### src/sv/cpf_pkg.sv
// package of the command packet framer: frame constants, beat positions, crc step
// no dependencies
package cpf_pkg;

   localparam logic [7:0]  SYNC0_BYTE   = 8'h55;
   localparam logic [7:0]  SYNC1_BYTE   = 8'h66;
   localparam logic [7:0]  CONTROL_BYTE = 8'h01;
   localparam logic [15:0] CRC_POLY     = 16'h1021;
   localparam logic [15:0] CRC_INIT     = 16'h0000;
   localparam logic [15:0] CRC_MSB      = 16'h8000;

   localparam int unsigned BEAT_W = 4;
   typedef logic [BEAT_W-1:0] beat_type;

   // beat positions within a start item
   localparam beat_type BEAT_HDR_SYNC0   = 4'd0;
   localparam beat_type BEAT_HDR_SYNC1   = 4'd1;
   localparam beat_type BEAT_HDR_CONTROL = 4'd2;
   localparam beat_type BEAT_HDR_LEN_LO  = 4'd3;
   localparam beat_type BEAT_HDR_LEN_HI  = 4'd4;
   localparam beat_type BEAT_HDR_SEQ_LO  = 4'd5;
   localparam beat_type BEAT_HDR_SEQ_HI  = 4'd6;
   localparam beat_type BEAT_HDR_CMD     = 4'd7;
   localparam beat_type BEAT_HDR_CRC_LO  = 4'd8;
   localparam beat_type BEAT_HDR_CRC_HI  = 4'd9;

   // beat positions within a payload item
   localparam beat_type BEAT_PL_DATA   = 4'd0;
   localparam beat_type BEAT_PL_CRC_LO = 4'd1;
   localparam beat_type BEAT_PL_CRC_HI = 4'd2;

   // crc-16, poly 0x1021, msb first, one byte
   function automatic logic [15:0] crc_byte(input logic [15:0] crc, input logic [7:0] b);
      logic [15:0] c;
      c = crc ^ {b, 8'h00};
      for (int i = 0; i < 8; i++) begin
         if ((c & CRC_MSB) != 16'h0000) begin
            c = {c[14:0], 1'b0} ^ CRC_POLY;
         end else begin
            c = {c[14:0], 1'b0};
         end
      end
      return c;
   endfunction

endpackage

### src/sv/command_packet_framer.sv
// command packet framer top level: header, payload pass-through, crc trailer
// depends on cpf_pkg
// ---------------------------------------------------------------------------
// usage
//   req channel: one beat is one item. start_frame=1 opens a frame (cmd_id,
//   payload_len used), start_frame=0 carries one payload byte (data_byte).
//   rsp channel: one beat is one byte of the framed packet. run_last marks
//   the final beat caused by an item, frame_end the crc high byte, and
//   stray_error a payload byte that arrived with no frame open.
// throughput
//   a taken item is registered as the held item; its beats go out through
//   the rsp register. rsp moves one beat per cycle while not stalled, set
//   by the single serializer stage that walks the beats of the held item:
//   a start gives 8 beats (10 when the payload is empty), a payload byte 1
//   beat (3 on the last byte, which appends the crc), a stray byte 1 beat.
//   the next item is taken in the cycle the current item's last beat moves
//   to the rsp register, so unstalled payload bytes stream at one per cycle.
// reset
//   synchronous, active high: no frame open, crc and sequence number zero,
//   no beat pending on rsp.
// stall
//   a stalled rsp beat holds; the serializer and then req_stall back up
//   behind it. no beat is dropped or repeated.
// ---------------------------------------------------------------------------
module command_packet_framer (
   input  logic        clock,
   input  logic        reset,
   // request channel
   input  logic        req_valid,
   output logic        req_stall,
   input  logic        req_start_frame,
   input  logic [7:0]  req_cmd_id,
   input  logic [15:0] req_payload_len,
   input  logic [7:0]  req_data_byte,
   // response channel
   output logic        rsp_valid,
   input  logic        rsp_stall,
   output logic [7:0]  rsp_out_byte,
   output logic        rsp_frame_end,
   output logic        rsp_run_last,
   output logic        rsp_stray_error
);

   // held item
   logic        busy_ff, busy_in;
   cpf_pkg::beat_type idx_ff, idx_in;
   logic        item_start_ff;
   logic [7:0]  item_cmd_ff;
   logic [15:0] item_len_ff;
   logic [7:0]  item_data_ff;

   // frame state
   logic [15:0] crc_ff, crc_in;
   logic [15:0] seq_ff, seq_in;
   logic [15:0] remaining_ff, remaining_in;
   logic        open_ff, open_in;

   // response register
   logic        rsp_valid_ff, rsp_valid_in;
   logic [7:0]  rsp_byte_ff, rsp_byte_in;
   logic        rsp_end_ff, rsp_end_in;
   logic        rsp_last_ff, rsp_last_in;
   logic        rsp_err_ff, rsp_err_in;

   // current beat
   logic        advance;
   logic        accept;
   logic [7:0]  beat_byte;
   logic        beat_is_data;   // byte goes into the crc
   logic        beat_end;
   logic        beat_err;
   logic        beat_last;
   logic [15:0] crc_base;
   logic [15:0] crc_next;

   // serializer moves a beat whenever the rsp register is free or draining
   assign advance   = busy_ff && (!rsp_valid_ff || !rsp_stall);
   assign req_stall = busy_ff && !(advance && beat_last);
   assign accept    = req_valid && !req_stall;

   // a start restarts the crc from the first header byte
   assign crc_base = (item_start_ff && (idx_ff == cpf_pkg::BEAT_HDR_SYNC0)) ?
                     cpf_pkg::CRC_INIT : crc_ff;
   assign crc_next = cpf_pkg::crc_byte(crc_base, beat_byte);

   // beat decode
   always_comb begin
      beat_byte    = 8'h00;
      beat_is_data = 1'b0;
      beat_end     = 1'b0;
      beat_err     = 1'b0;
      beat_last    = 1'b0;
      if (item_start_ff) begin
         case (idx_ff)
            cpf_pkg::BEAT_HDR_SYNC0: begin
               beat_byte    = cpf_pkg::SYNC0_BYTE;
               beat_is_data = 1'b1;
            end
            cpf_pkg::BEAT_HDR_SYNC1: begin
               beat_byte    = cpf_pkg::SYNC1_BYTE;
               beat_is_data = 1'b1;
            end
            cpf_pkg::BEAT_HDR_CONTROL: begin
               beat_byte    = cpf_pkg::CONTROL_BYTE;
               beat_is_data = 1'b1;
            end
            cpf_pkg::BEAT_HDR_LEN_LO: begin
               beat_byte    = item_len_ff[7:0];
               beat_is_data = 1'b1;
            end
            cpf_pkg::BEAT_HDR_LEN_HI: begin
               beat_byte    = item_len_ff[15:8];
               beat_is_data = 1'b1;
            end
            cpf_pkg::BEAT_HDR_SEQ_LO: begin
               beat_byte    = seq_ff[7:0];
               beat_is_data = 1'b1;
            end
            cpf_pkg::BEAT_HDR_SEQ_HI: begin
               beat_byte    = seq_ff[15:8];
               beat_is_data = 1'b1;
            end
            cpf_pkg::BEAT_HDR_CMD: begin
               beat_byte    = item_cmd_ff;
               beat_is_data = 1'b1;
               // empty payload goes straight on to the crc
               beat_last    = (item_len_ff != 16'h0000);
            end
            cpf_pkg::BEAT_HDR_CRC_LO: begin
               beat_byte = crc_ff[7:0];
            end
            cpf_pkg::BEAT_HDR_CRC_HI: begin
               beat_byte = crc_ff[15:8];
               beat_end  = 1'b1;
               beat_last = 1'b1;
            end
            default: begin
               beat_last = 1'b1;
            end
         endcase
      end else begin
         case (idx_ff)
            cpf_pkg::BEAT_PL_DATA: begin
               if (open_ff) begin
                  beat_byte    = item_data_ff;
                  beat_is_data = 1'b1;
                  // last counted byte goes on to the crc
                  beat_last    = (remaining_ff != 16'h0001);
               end else begin
                  // stray byte, no frame open
                  beat_err  = 1'b1;
                  beat_last = 1'b1;
               end
            end
            cpf_pkg::BEAT_PL_CRC_LO: begin
               beat_byte = crc_ff[7:0];
            end
            cpf_pkg::BEAT_PL_CRC_HI: begin
               beat_byte = crc_ff[15:8];
               beat_end  = 1'b1;
               beat_last = 1'b1;
            end
            default: begin
               beat_last = 1'b1;
            end
         endcase
      end
   end

   // next state
   always_comb begin
      busy_in      = busy_ff;
      idx_in       = idx_ff;
      crc_in       = crc_ff;
      seq_in       = seq_ff;
      remaining_in = remaining_ff;
      open_in      = open_ff;
      rsp_byte_in  = rsp_byte_ff;
      rsp_end_in   = rsp_end_ff;
      rsp_last_in  = rsp_last_ff;
      rsp_err_in   = rsp_err_ff;
      rsp_valid_in = rsp_valid_ff && rsp_stall;

      if (advance) begin
         rsp_valid_in = 1'b1;
         rsp_byte_in  = beat_byte;
         rsp_end_in   = beat_end;
         rsp_last_in  = beat_last;
         rsp_err_in   = beat_err;
         idx_in       = idx_ff + 4'd1;
         if (beat_is_data) begin
            crc_in = crc_next;
         end
         if (item_start_ff && (idx_ff == cpf_pkg::BEAT_HDR_CMD)) begin
            // header done: frame opens, sequence moves on
            seq_in       = seq_ff + 16'd1;
            remaining_in = item_len_ff;
            open_in      = 1'b1;
         end else if (!item_start_ff && beat_is_data) begin
            remaining_in = remaining_ff - 16'd1;
         end
         if (beat_end) begin
            open_in      = 1'b0;
            remaining_in = 16'h0000;
         end
         if (beat_last) begin
            busy_in = 1'b0;
         end
      end

      if (accept) begin
         busy_in = 1'b1;
         idx_in  = cpf_pkg::BEAT_HDR_SYNC0;
      end
   end

   always_ff @(posedge clock) begin
      if (reset) begin
         busy_ff      <= 1'b0;
         idx_ff       <= cpf_pkg::BEAT_HDR_SYNC0;
         crc_ff       <= cpf_pkg::CRC_INIT;
         seq_ff       <= 16'h0000;
         remaining_ff <= 16'h0000;
         open_ff      <= 1'b0;
         rsp_valid_ff <= 1'b0;
      end else begin
         busy_ff      <= busy_in;
         idx_ff       <= idx_in;
         crc_ff       <= crc_in;
         seq_ff       <= seq_in;
         remaining_ff <= remaining_in;
         open_ff      <= open_in;
         rsp_valid_ff <= rsp_valid_in;
      end
   end

   // payload registers, no reset
   always_ff @(posedge clock) begin
      if (accept) begin
         item_start_ff <= req_start_frame;
         item_cmd_ff   <= req_cmd_id;
         item_len_ff   <= req_payload_len;
         item_data_ff  <= req_data_byte;
      end
      rsp_byte_ff <= rsp_byte_in;
      rsp_end_ff  <= rsp_end_in;
      rsp_last_ff <= rsp_last_in;
      rsp_err_ff  <= rsp_err_in;
   end

   assign rsp_valid       = rsp_valid_ff;
   assign rsp_out_byte    = rsp_byte_ff;
   assign rsp_frame_end   = rsp_end_ff;
   assign rsp_run_last    = rsp_last_ff;
   assign rsp_stray_error = rsp_err_ff;

endmodule

### config.mk
export PLATFORM = sky130hd
export DESIGN_NAME = command_packet_framer
export DESIGN_NICKNAME = d
export VERILOG_FILES = /design/src/sv/cpf_pkg.sv /design/src/sv/command_packet_framer.sv
export SDC_FILE = /design/constraint.sdc
export NUM_CORES = 1
export LEC_CHECK = 0
export BUFFER_PORTS_ARGS = -buffer_cell sky130_fd_sc_hd__buf_4
export CORE_AREA = 2 2 110 112
export DETAILED_ROUTE_END_ITERATION = 8
export DIE_AREA = 0 0 112 114
export HOLD_SLACK_MARGIN = 0.03
export PLACE_DENSITY_LB_ADDON = 0.3
export SLEW_MARGIN = 40
export SYNTH_ARGS = -nofsm -noshare
export SYNTH_HDL_FRONTEND = slang
export SYNTH_SLANG_ARGS = --single-unit
### constraint.sdc
create_clock -name clock -period 7.95 [get_ports clock]
set_input_delay 1.1925 -clock clock [delete_from_list [all_inputs] [get_ports clock]]
set_output_delay 1.1925 -clock clock [all_outputs]
set_load 0.05 [all_outputs]
==> metrics.md, run 1 <==
| Metric | Value |
|---|---|
| GR Overflow Total | 0 |
| Worst clock skew | 10.46 ps |
| Syn_nets | 668 |
| Total number of yosys warnings | 0 |
| # DRC | 0 |
| Worst path slowest cell | or3b_2 |
| CP endpoint kind | output port |
| Rel. slew slack | 47.71% |
| GRT Total Usage | 23.48% |
| Clk pin slew, worst setup/hold paths | 70 ps |
| IO Port Bufs | about 50 |
| Initial antenna violation count | 0 |
| Clk buf depth | 2 |
| # Max-Cap Violations | 0 |
| Post-Layout Cell Count | 801 |
| Final ANT Viol Nets | 0 |
| Routability Congestion | 0.9748 |
| Status | complete, no violations |
| Top post-synthesis cells by area | edfxtp_1 (23%), dfxtp_1 (19%), a21oi_1 (4.3%), nor2_1 (4.2%), a22oi_1 (4.0%) |
| Clock Sinks | 99 |
| Crit path kind | flip-flop to output port |
| WL per Instance | 18.62 um |
| Area leader, netlist | edfxtp_1 |
| Gate Count Post-Synth | 622 |
| Synthesized area | approximately 0.0057 mm^2 |
| Die Width | 112 um |
| Die area | 0.01277 mm^2 |
| DR iter-0 viols | 497 |
| Placed Cells | 785 |
| Commonest non-fill, non-tap cell in the layout | nor2_1 |
| Fin. Hold Viols | 0 |
| Vias in the first global route | approximately 4800 |
| Wirelength, routed | 14920 um |
| Pwr Density | 181.5 mW/mm^2 |
| FF/Latch Area | 0.002422 mm^2 |
| Worst endpoint required time | 6760 ps |
| Num CTS Buffers | 9 |
| Max-slew violation count | 0 |
| Dpl ws | 4058 ps |
| Clk root buf | clkbuf_16 |
| Max VDD drop | 122.6 uV |
| CTS tree | built |
| Vias | roughly 5000 |
| Setup bufs post-CTS | 0 |
| Die height | 114 um |
| Main synth FF type | dfxtp_1 |
| Flops & latches, synth | 99 |
| # fillers | 1084 |
| Cts repair resizes | 0 |
| Post-route setup slack | around 3700 ps |
| Std cell rows | 40 |
| Post-synth top area share | 23.38% |
| Share of layout cells above drive strength 1 | between 10% and 20% |
| CP cell instances | inv_1, ha_1, or3b_2, a211oi_1, o22ai_1, a22oi_1, o21ai_0, and2_1, buf_4 |
| Clock insertion delay at the later pin of the skew report | around 350 ps |
| Largest stage delay on the critical path | between 500 and 600 ps |
| Largest net degree at the start of global routing | 53 |
| Cts hold-fix bufs | 0 |
| I/O pin cnt | 50 |
| Most frequent cells in the layout | nor2_1 (63), dfxtp_1 (55), buf_4 (53) |
| Worst Hold Class | flip-flop to flip-flop |
| Post-synthesis average cell area | 9.084 um^2 |
| First-pass GRT wire length | 23810 um |
| Initial core utilization | 48.25% |
| H-tree depth | 3 |
| Setup crit start kind | flip-flop |
| Layout area overhead | 12.64% |
| Min Hold Slack | 475.3 ps |
| Leakage | roughly 2.3 nW |
| Final setup vio count | 0 |
| RSZ-0062 raised after global routing | no |
| Crit Path Max Fanout | 14 |
| Antenna diodes | 0 |
| Final Cycle Share | 53.69% |
| Worst EP arrival | 3080 ps |
| Worst-Margin Slew | between 700 and 800 ps |
| Drt first pass iters | 5 |
| DPL Wire Length | 10610 um |
| Core Area | 0.01171 mm^2 |
| Ys async rst share | 0% |
| Fin nets | 695 |
| DR vias/cell | 6.236 |
| Min cycle time layout | approximately 4300 ps |
| Number of flops mapped to enable cells by yosys | 44 |
| Area taken by multi-input logic gates | 0.002953 mm^2 |
| Sequential share of the synthesized area | 42.87% |
| Fmax | 234.3 MHz |
| Setup_tns | 0 ps |
| Unique masters post-synth | 77 |
## flip-flops by register name, summed over array words and instances, names as in the netlist, 4 cells and up
register / flops
idx_ff: 4
seq_ff: 16
item_len_ff: 16
item_data_ff: 8
rsp_out_byte: 8
item_cmd_ff: 8
crc_ff: 16
remaining_ff: 16
## Yosys cell counts, types with 14 or more instances
master / number
edfxtp_1: 44
o21ai_0: 24
a21oi_1: 48
a22oi_1: 30
nor2_1: 63
nor3_1: 21
nand3_1: 34
dfxtp_1: 55
a211oi_1: 17
inv_1: 14
nand2_1: 52
## where the power goes
part	internal (W)	switching, W	leakage [nW]	total (W)
clock	0.000246	0.000197	0.142	0.000443
combinational	0.0000542	0.0000835	1.27	0.000138
sequential	0.000554	0.0000200	0.870	0.000574
## cell type report
cell class / count / share of cell area (%)
multi-input cells: 467 / 46.39
flip-flops and latches: 99 / 38.06
repair buffers: 55 / 6.920
clock buffers: 9 / 3.538
well taps: 147 / 2.890
clock inverters: 7 / 1.199
inverters: 17 / 1.003
## cell families after synthesis
| logic type | Yosys count | synth area share (%) |
|---|---|---|
| adders and majority gates | 9 | 1.993 |
| DFF | 99 | 42.87 |
| xor gates and xnor gates | 24 | 4.229 |
| AOI/OAI and AO/OA | 194 | 24.27 |
| buffers and inverters | 56 | 5.226 |
| and+or+nand+nor | 240 | 21.41 |
## worst paths after layout
check | start | endpoint | slack (ps) | cells after the start
min | remaining_ff[9] | remaining_ff[9] | 480 | 2
min reg2reg | remaining_ff[9] | remaining_ff[9] | 480 | 2
max reg2reg | idx_ff[0] | crc_ff[7] | 4540 | 8
max | idx_ff[0] | req_stall | 3680 | 9
## worst max-delay path, delay by kind of cell, from the launching register on
| family | cells | cell delay [ps] |
|---|---|---|
| buf+inv | 2 | 320 |
| fa+ha+maj | 1 | 420 |
| compound gates | 4 | 760 |
| simple gates | 2 | 770 |
| flops | 1 | 460 |
## metal layers
layer  wire, um  GRT usage, %  vias up  share of wire [%]
li1           -             -     2400                  -
met1       6385         30.87     2347                 43
met5          0             0        -                  0
met4        471         11.22        0                3.2
met2       6950         37.09      214                 47
met3       1110         5.207       34                7.4
## stage by stage
stage               instance area, um^2  util (%)  total power (W)
global placement                   6012     51.34        0.0007144
floorplan                          5650         -        0.0006736
global route                       6365     54.35         0.001197
finish                             6365     54.35         0.001155
detailed placement                 6060     51.74        0.0007215
CTS                                6361     54.32         0.001161
No activity file was read; power rests on OpenSTA's default activity.
==> run 2: changes to the inputs <==
==> constraint.sdc (replaced) <==
create_clock -name clock -period 3.95 [get_ports clock]
set_input_delay 0.5925 -clock clock [delete_from_list [all_inputs] [get_ports clock]]
set_output_delay 0.5925 -clock clock [all_outputs]
set_load 0.05 [all_outputs]
==> run 2 against run 1 <==
Against the previous run:
- count of clock-buffer cells in the layout up 1
- sequential share of layout area is essentially flat
- total power up 99%
- non-clock buffer count rose by 5
- flip-flop and latch count unchanged
- first-iteration DRC count up 3.0%
- clock power is 95% higher
==> metrics.md, run 2 (synthesized netlist as in run 1, its figures left out) <==
| Metric | Value |
|---|---|
| Status | complete, no violations |
| Pwr Density | 360.2 mW/mm^2 (+99%) |
| Cells on Worst Hold Path | 1 (-1) |
| I/O pin cnt | 50 (unchanged) |
| CP endpoint kind | output port |
| DPL Wire Length | 10670 um (+0.63%) |
| Std cell rows | 40 (unchanged) |
| Worst EP arrival | 3060 ps (-20 ps) |
| GRT Total Usage | 24.05% (+0.57 points) |
| Layout area overhead | 12.75% (about the same) |
| Num CTS Buffers | 9 (unchanged) |
| Path depth of the worst reg2reg path | 8 (unchanged) |
| Die area | 0.01277 mm^2 (unchanged) |
| CTS tree | built |
| Final Util | 54.40% (about the same) |
| DR vias/cell | 6.133 (-1.7%) |
| Clock share of power | 37.6% (-0.7 points) |
| Vias in the first global route | 4657 (-2.0%) |
| Internal | 0.001694 W (+98%) |
| Antenna diodes | 0 (unchanged) |
| First-pass GRT wire length | 24380 um (+2.4%) |
| Clock Sinks | 99 (unchanged) |
| Setup_tns | 0 ps (unchanged) |
| Leakage | 2.312 nW (+1.4%) |
| Final ANT Viol Nets | 0 (unchanged) |
| Clk pin slew, worst setup/hold paths | 70 ps (about the same) |
| Worst path slowest cell | or3b_2 |
| Crit path kind | flip-flop to output port |
| # DRC | 0 (unchanged) |
| Worst-Margin Slew | 848.0 ps (+64.76 ps) |
| Crit path from | idx_ff[0] |
| Cts repair resizes | 0 (unchanged) |
| Crit path max-delay family | simple AND/OR/NAND/NOR gates |
| Vias | 4943 (-1.0%) |
| Reg2Reg Setup Slack | 660 ps (-3880 ps) |
| IO Port Bufs | 49 (unchanged) |
| Net Sw Power | 0.0006005 W (+100%) |
| Initial antenna violation count | 0 (unchanged) |
| Clock insertion delay at the later pin of the skew report | 360 ps (about the same) |
| DR iter-0 viols | 512 (+3.0%) |
| Cts hold-fix bufs | 0 (unchanged) |
| Worst reg2reg startpoint | idx_ff[0] |
| Rel. slew slack | 43.47% (-4.2 points) |
| H-tree depth | 3 (unchanged) |
| Crit path depth | 9 (unchanged) |
| Wirelength, routed | 14910 um (about the same) |
| Crit Path Max Fanout | 14 (unchanged) |
| Setup crit start kind | flip-flop |
| Max VDD drop | 393.1 uV (+220%) |
| Largest net degree at the start of global routing | 53 (unchanged) |
| GR Overflow Total | 0 (unchanged) |
| # fillers | 1100 (+1.5%) |
| Worst Hold Class | input port to flip-flop |
| Worst endpoint required time | 3360 ps (-3400 ps) |
| Setup bufs post-CTS | 0 (unchanged) |
| # Max-Cap Violations | 0 (unchanged) |
| Commonest non-fill, non-tap cell in the layout | nor2_1 |
| Clk buf depth | 2 (unchanged) |
| RSZ-0062 raised after global routing | no |
| Max-slew violation count | 0 (unchanged) |
| Most frequent cells in the layout | nor2_1 (63), buf_4 (59), dfxtp_1 (55) |
| Sw Ratio | 26.17% (+0.16 points) |
| WL per Instance | 18.50 um (-0.67%) |
| Fmax | 273.5 MHz |
| Reg2reg end | crc_ff[5] |
| Initial core utilization | 48.25% (unchanged) |
| Core Area | 0.01171 mm^2 (unchanged) |
| Routability Congestion | 0.9662 (-0.88%) |
| Fin. Hold Viols | 0 (unchanged) |
| Die Width | 112 um (unchanged) |
| CP cell instances | inv_1, ha_1, or3b_2, a211oi_1, o22ai_1, a22oi_1, o21ai_0, and2_1, buf_4 |
| Drt first pass iters | 6 (+1) |
| Combinational share of power | 12.0% (about the same) |
| Largest stage delay on the critical path | 530 ps (about the same) |
| Clk root buf | clkbuf_16 |
| Die height | 114 um (unchanged) |
| Final Cycle Share | 92.57% |
| Final setup vio count | 0 (unchanged) |
| Share of layout cells above drive strength 1 | 14.87% (-0.11 points) |
| Register share of total power | 50.3% (+0.6 points) |
| WP buf/inv | 2 (unchanged) |
| Min cycle time layout | 3656 ps |
| Fin nets | 700 (+0.72%) |
| Hold Startpoint | req_cmd_id[7] |
| Worst clock skew | 9.779 ps (-0.6840 ps) |
| Hold endpoint | item_cmd_ff[7] |
## run 2: through the flow
| stage | hold slack, ps | total power (W) | setup WS (ps) | cells | cell area (um^2) |
|---|---|---|---|---|---|
| finish | 405.8 | 0.002295 | 293.7 | 806 | 6371 |
| global placement | 463.4 | 0.001447 | 747.2 | 790 | 6077 |
| detailed placement | 478.1 | 0.001451 | 715.6 | 790 | 6077 |
| CTS | 396.4 | 0.002311 | 329.2 | 806 | 6371 |
| global route | 393.6 | 0.002382 | 82.38 | 806 | 6371 |
| floorplan | 449.6 | 0.001356 | 546.1 | 622 | 5654 |
## run 2: layer usage
metal / GRT usage [%] / part of all wire (%) / vias up
met3: 5.792 / 6.5 / 22
met2: 39.52 / 48 / 193
met1: 32.13 / 44 / 2320
met5: 0 / 0 / -
li1: - / - / 2408
met4: 6.423 / 1.6 / 0
## run 2: final cells by class
type                            instances  area (um^2)  share of cell area (%)
Timing Repair Buffer                   60        462.9                   7.266
Sequential cell                        99         2422                   38.02
Multi-Input combinational cell        467         2944                   46.21
Tap cell                              147        183.9                   2.887
Clock inverter                          6        43.79                  0.6874
Clock buffer                           10        250.2                   3.928
Inverter                               17        63.81                   1.002
## run 2: power by group through the flow
stage / Combinational [W] / Clock, W / Sequential, W
after detailed placement: 0.000275 / 0 / 0.00118
after floorplan: 0.000172 / 0 / 0.00118
after global routing: 0.000303 / 0.000921 / 0.00116
final: 0.000276 / 0.000864 / 0.00115
after CTS: 0.000275 / 0.000882 / 0.00115
after global placement: 0.000270 / 0 / 0.00118
## run 2: worst max path at each step
stage	end	slack [ps]
after floorplan	item_cmd_ff[0]	550
after detailed placement	req_stall	720
after global routing	req_stall	80
after global placement	req_stall	750
final	req_stall	290
after CTS	req_stall	330
==> run 3: changes to the inputs <==
--- a/config.mk
+++ b/config.mk
@@ -10,7 +10,7 @@
 export DETAILED_ROUTE_END_ITERATION = 8
 export DIE_AREA = 0 0 112 114
 export HOLD_SLACK_MARGIN = 0.03
-export PLACE_DENSITY_LB_ADDON = 0.3
+export PLACE_DENSITY = 0.78
 export SLEW_MARGIN = 40
 export SYNTH_ARGS = -nofsm -noshare
 export SYNTH_HDL_FRONTEND = slang
==> run 3 against run 2 <==
Against the previous run:
- via count increased by 3.2%
- worst hold slack got worse by 1.1 ps
- sequential power about the same
- final cell count unchanged
- register-to-register slack improved by 30 ps
- flip-flop and latch count unchanged
- critical endpoint unchanged
==> metrics.md, run 3 (synthesized netlist as in run 1, its figures left out) <==
| Metric | Value |
|---|---|
| Status | complete, no violations |
| RSZ-0062 raised after global routing | no |
| Num CTS Buffers | 9 (unchanged) |
| Worst endpoint required time | 3360 ps (about the same) |
| I/O pin cnt | 50 (unchanged) |
| Rel. slew slack | 47.50% (+4.0 points) |
| Vias in the first global route | 4797 (+3.0%) |
| GR Overflow Total | 0 (unchanged) |
| Die height | 114 um (unchanged) |
| Sw Ratio | 26.06% (-0.11 points) |
| Max VDD drop | 358.5 uV (-8.8%) |
| Cts repair resizes | 0 (unchanged) |
| Register share of total power | 49.7% (-0.6 points) |
| Share of layout cells above drive strength 1 | 15.02% (+0.15 points) |
| Clock insertion delay at the later pin of the skew report | 360 ps (about the same) |
| Clk root buf | clkbuf_16 |
| Setup crit start kind | flip-flop |
| Max-slew violation count | 0 (unchanged) |
| Most frequent cells in the layout | nor2_1 (63), buf_4 (60), dfxtp_1 (55) |
| Post-Layout Cell Count | 806 (unchanged) |
| Layout area overhead | 12.69% (about the same) |
| Internal | 0.001721 W (+1.6%) |
| Worst clock skew | 5.854 ps (-3.925 ps) |
| Largest net degree at the start of global routing | 53 (unchanged) |
| Final setup vio count | 0 (unchanged) |
| Crit Path Max Fanout | 14 (unchanged) |
| Combinational share of power | 11.9% (about the same) |
| Initial core utilization | 48.25% (unchanged) |
| Worst EP arrival | 3070 ps (about the same) |
| Final ANT Viol Nets | 0 (unchanged) |
| Fmax | 273.4 MHz (about the same) |
| Die area | 0.01277 mm^2 (unchanged) |
| Cts hold-fix bufs | 0 (unchanged) |
| Commonest non-fill, non-tap cell in the layout | nor2_1 |
| Initial antenna violation count | 0 (unchanged) |
| Clock Sinks | 99 (unchanged) |
| GRT Total Usage | 24.19% (+0.14 points) |
| Drt first pass iters | 5 (-1) |
| Die Width | 112 um (unchanged) |
| Std cell rows | 40 (unchanged) |
| DR vias/cell | 6.326 (+3.2%) |
| Clk pin slew, worst setup/hold paths | 70 ps (about the same) |
| H-tree depth | 3 (unchanged) |
| Core Area | 0.01171 mm^2 (unchanged) |
| Fin. Hold Viols | 0 (unchanged) |
| Crit path kind | flip-flop to output port |
| Routability Congestion | 1.010 (+4.5%) |
| WL per Instance | 18.76 um (+1.4%) |
| Pwr Density | 365.6 mW/mm^2 (+1.5%) |
| Clk buf depth | 2 (unchanged) |
| Setup_tns | 0 ps (unchanged) |
| Wirelength, routed | 15120 um (+1.4%) |
| Min cycle time layout | 3658 ps (+1.928 ps) |
| Fin nets | 700 (unchanged) |
| # DRC | 0 (unchanged) |
| DR iter-0 viols | 508 (-0.78%) |
| CTS tree | built |
| IO Port Bufs | 49 (unchanged) |
| Final Util | 54.37% (about the same) |
| Worst-Margin Slew | 782.7 ps (-65.31 ps) |
| Worst Hold Class | input port to flip-flop |
| First-pass GRT wire length | 24320 um (-0.25%) |
| Net Sw Power | 0.0006066 W (+1.0%) |
| Vias | 5099 (+3.2%) |
| Final Cycle Share | 92.61% (about the same) |
| DPL Wire Length | 10790 um (+1.1%) |
| Clock share of power | 38.4% (+0.8 points) |
| # Max-Cap Violations | 0 (unchanged) |
| Placed Cells | 790 (unchanged) |
| Antenna diodes | 0 (unchanged) |
| Setup bufs post-CTS | 0 (unchanged) |
| Leakage | 2.300 nW (-0.52%) |
| CP endpoint kind | output port |
-- run 3: layout make-up --
cell class,count,area [um^2]
clock buffer,10,229.0
clock inverter,6,71.32
fill,1073,5344
inverter,17,63.81
multi-input combinational,467,2947
sequential,99,2422
tap,147,183.9
timing repair buffer,60,450.4
-- run 3: worst paths after layout --
| kind | cells after the start | endpoint | slack, ps | startpoint |
|---|---|---|---|---|
| setup / recovery | 9 | req_stall | 290 | idx_ff[0] |
| hold / removal | 1 | item_len_ff[1] | 400 | req_payload_len[1] |
| setup reg to reg | 9 | item_cmd_ff[0] | 690 | idx_ff[0] |
| hold reg to reg | 2 | remaining_ff[9] | 490 | remaining_ff[9] |
-- run 3: through the flow --
step | instance area [um^2] | worst slack, ps | hold slack, ps | total power, W
4_1_cts | 6365 | 300.4 | 392.0 | 0.002344
5_1_grt | 6367 | 45.41 | 390.3 | 0.002414
3_3_place_gp | 6065 | 791.1 | 466.8 | 0.001443
2_1_floorplan | 5654 | 546.1 | 449.6 | 0.001356
6_report | 6367 | 291.7 | 404.7 | 0.002328
3_5_place_dp | 6065 | 696.3 | 476.7 | 0.001452
-- run 3: routing by layer --
metal,vias up,global-route usage (%),share of wire (%)
met5,-,0,0
met4,0,10.98,3.3
met3,41,5.951,7.6
met2,247,38.46,46
met1,2406,31.46,43
li1,2405,-,-
-- run 3: worst max-delay path, stage by stage, from the launching register on --
cell	delay [ps]
dfxtp_1	470
inv_1	130
ha_1	410
or3b_2	530
a211oi_1	210
o22ai_1	110
a22oi_1	200
o21ai_0	220
and2_1	230
buf_4	190
-- run 3: power by group through the flow --
stage | Sequential, W | Clock [W] | Combinational (W)
CTS | 0.00115 | 0.000915 | 0.000275
global placement | 0.00118 | 0 | 0.000266
finish | 0.00116 | 0.000894 | 0.000277
detailed placement | 0.00118 | 0 | 0.000274
global route | 0.00116 | 0.000955 | 0.000300
floorplan | 0.00118 | 0 | 0.000172
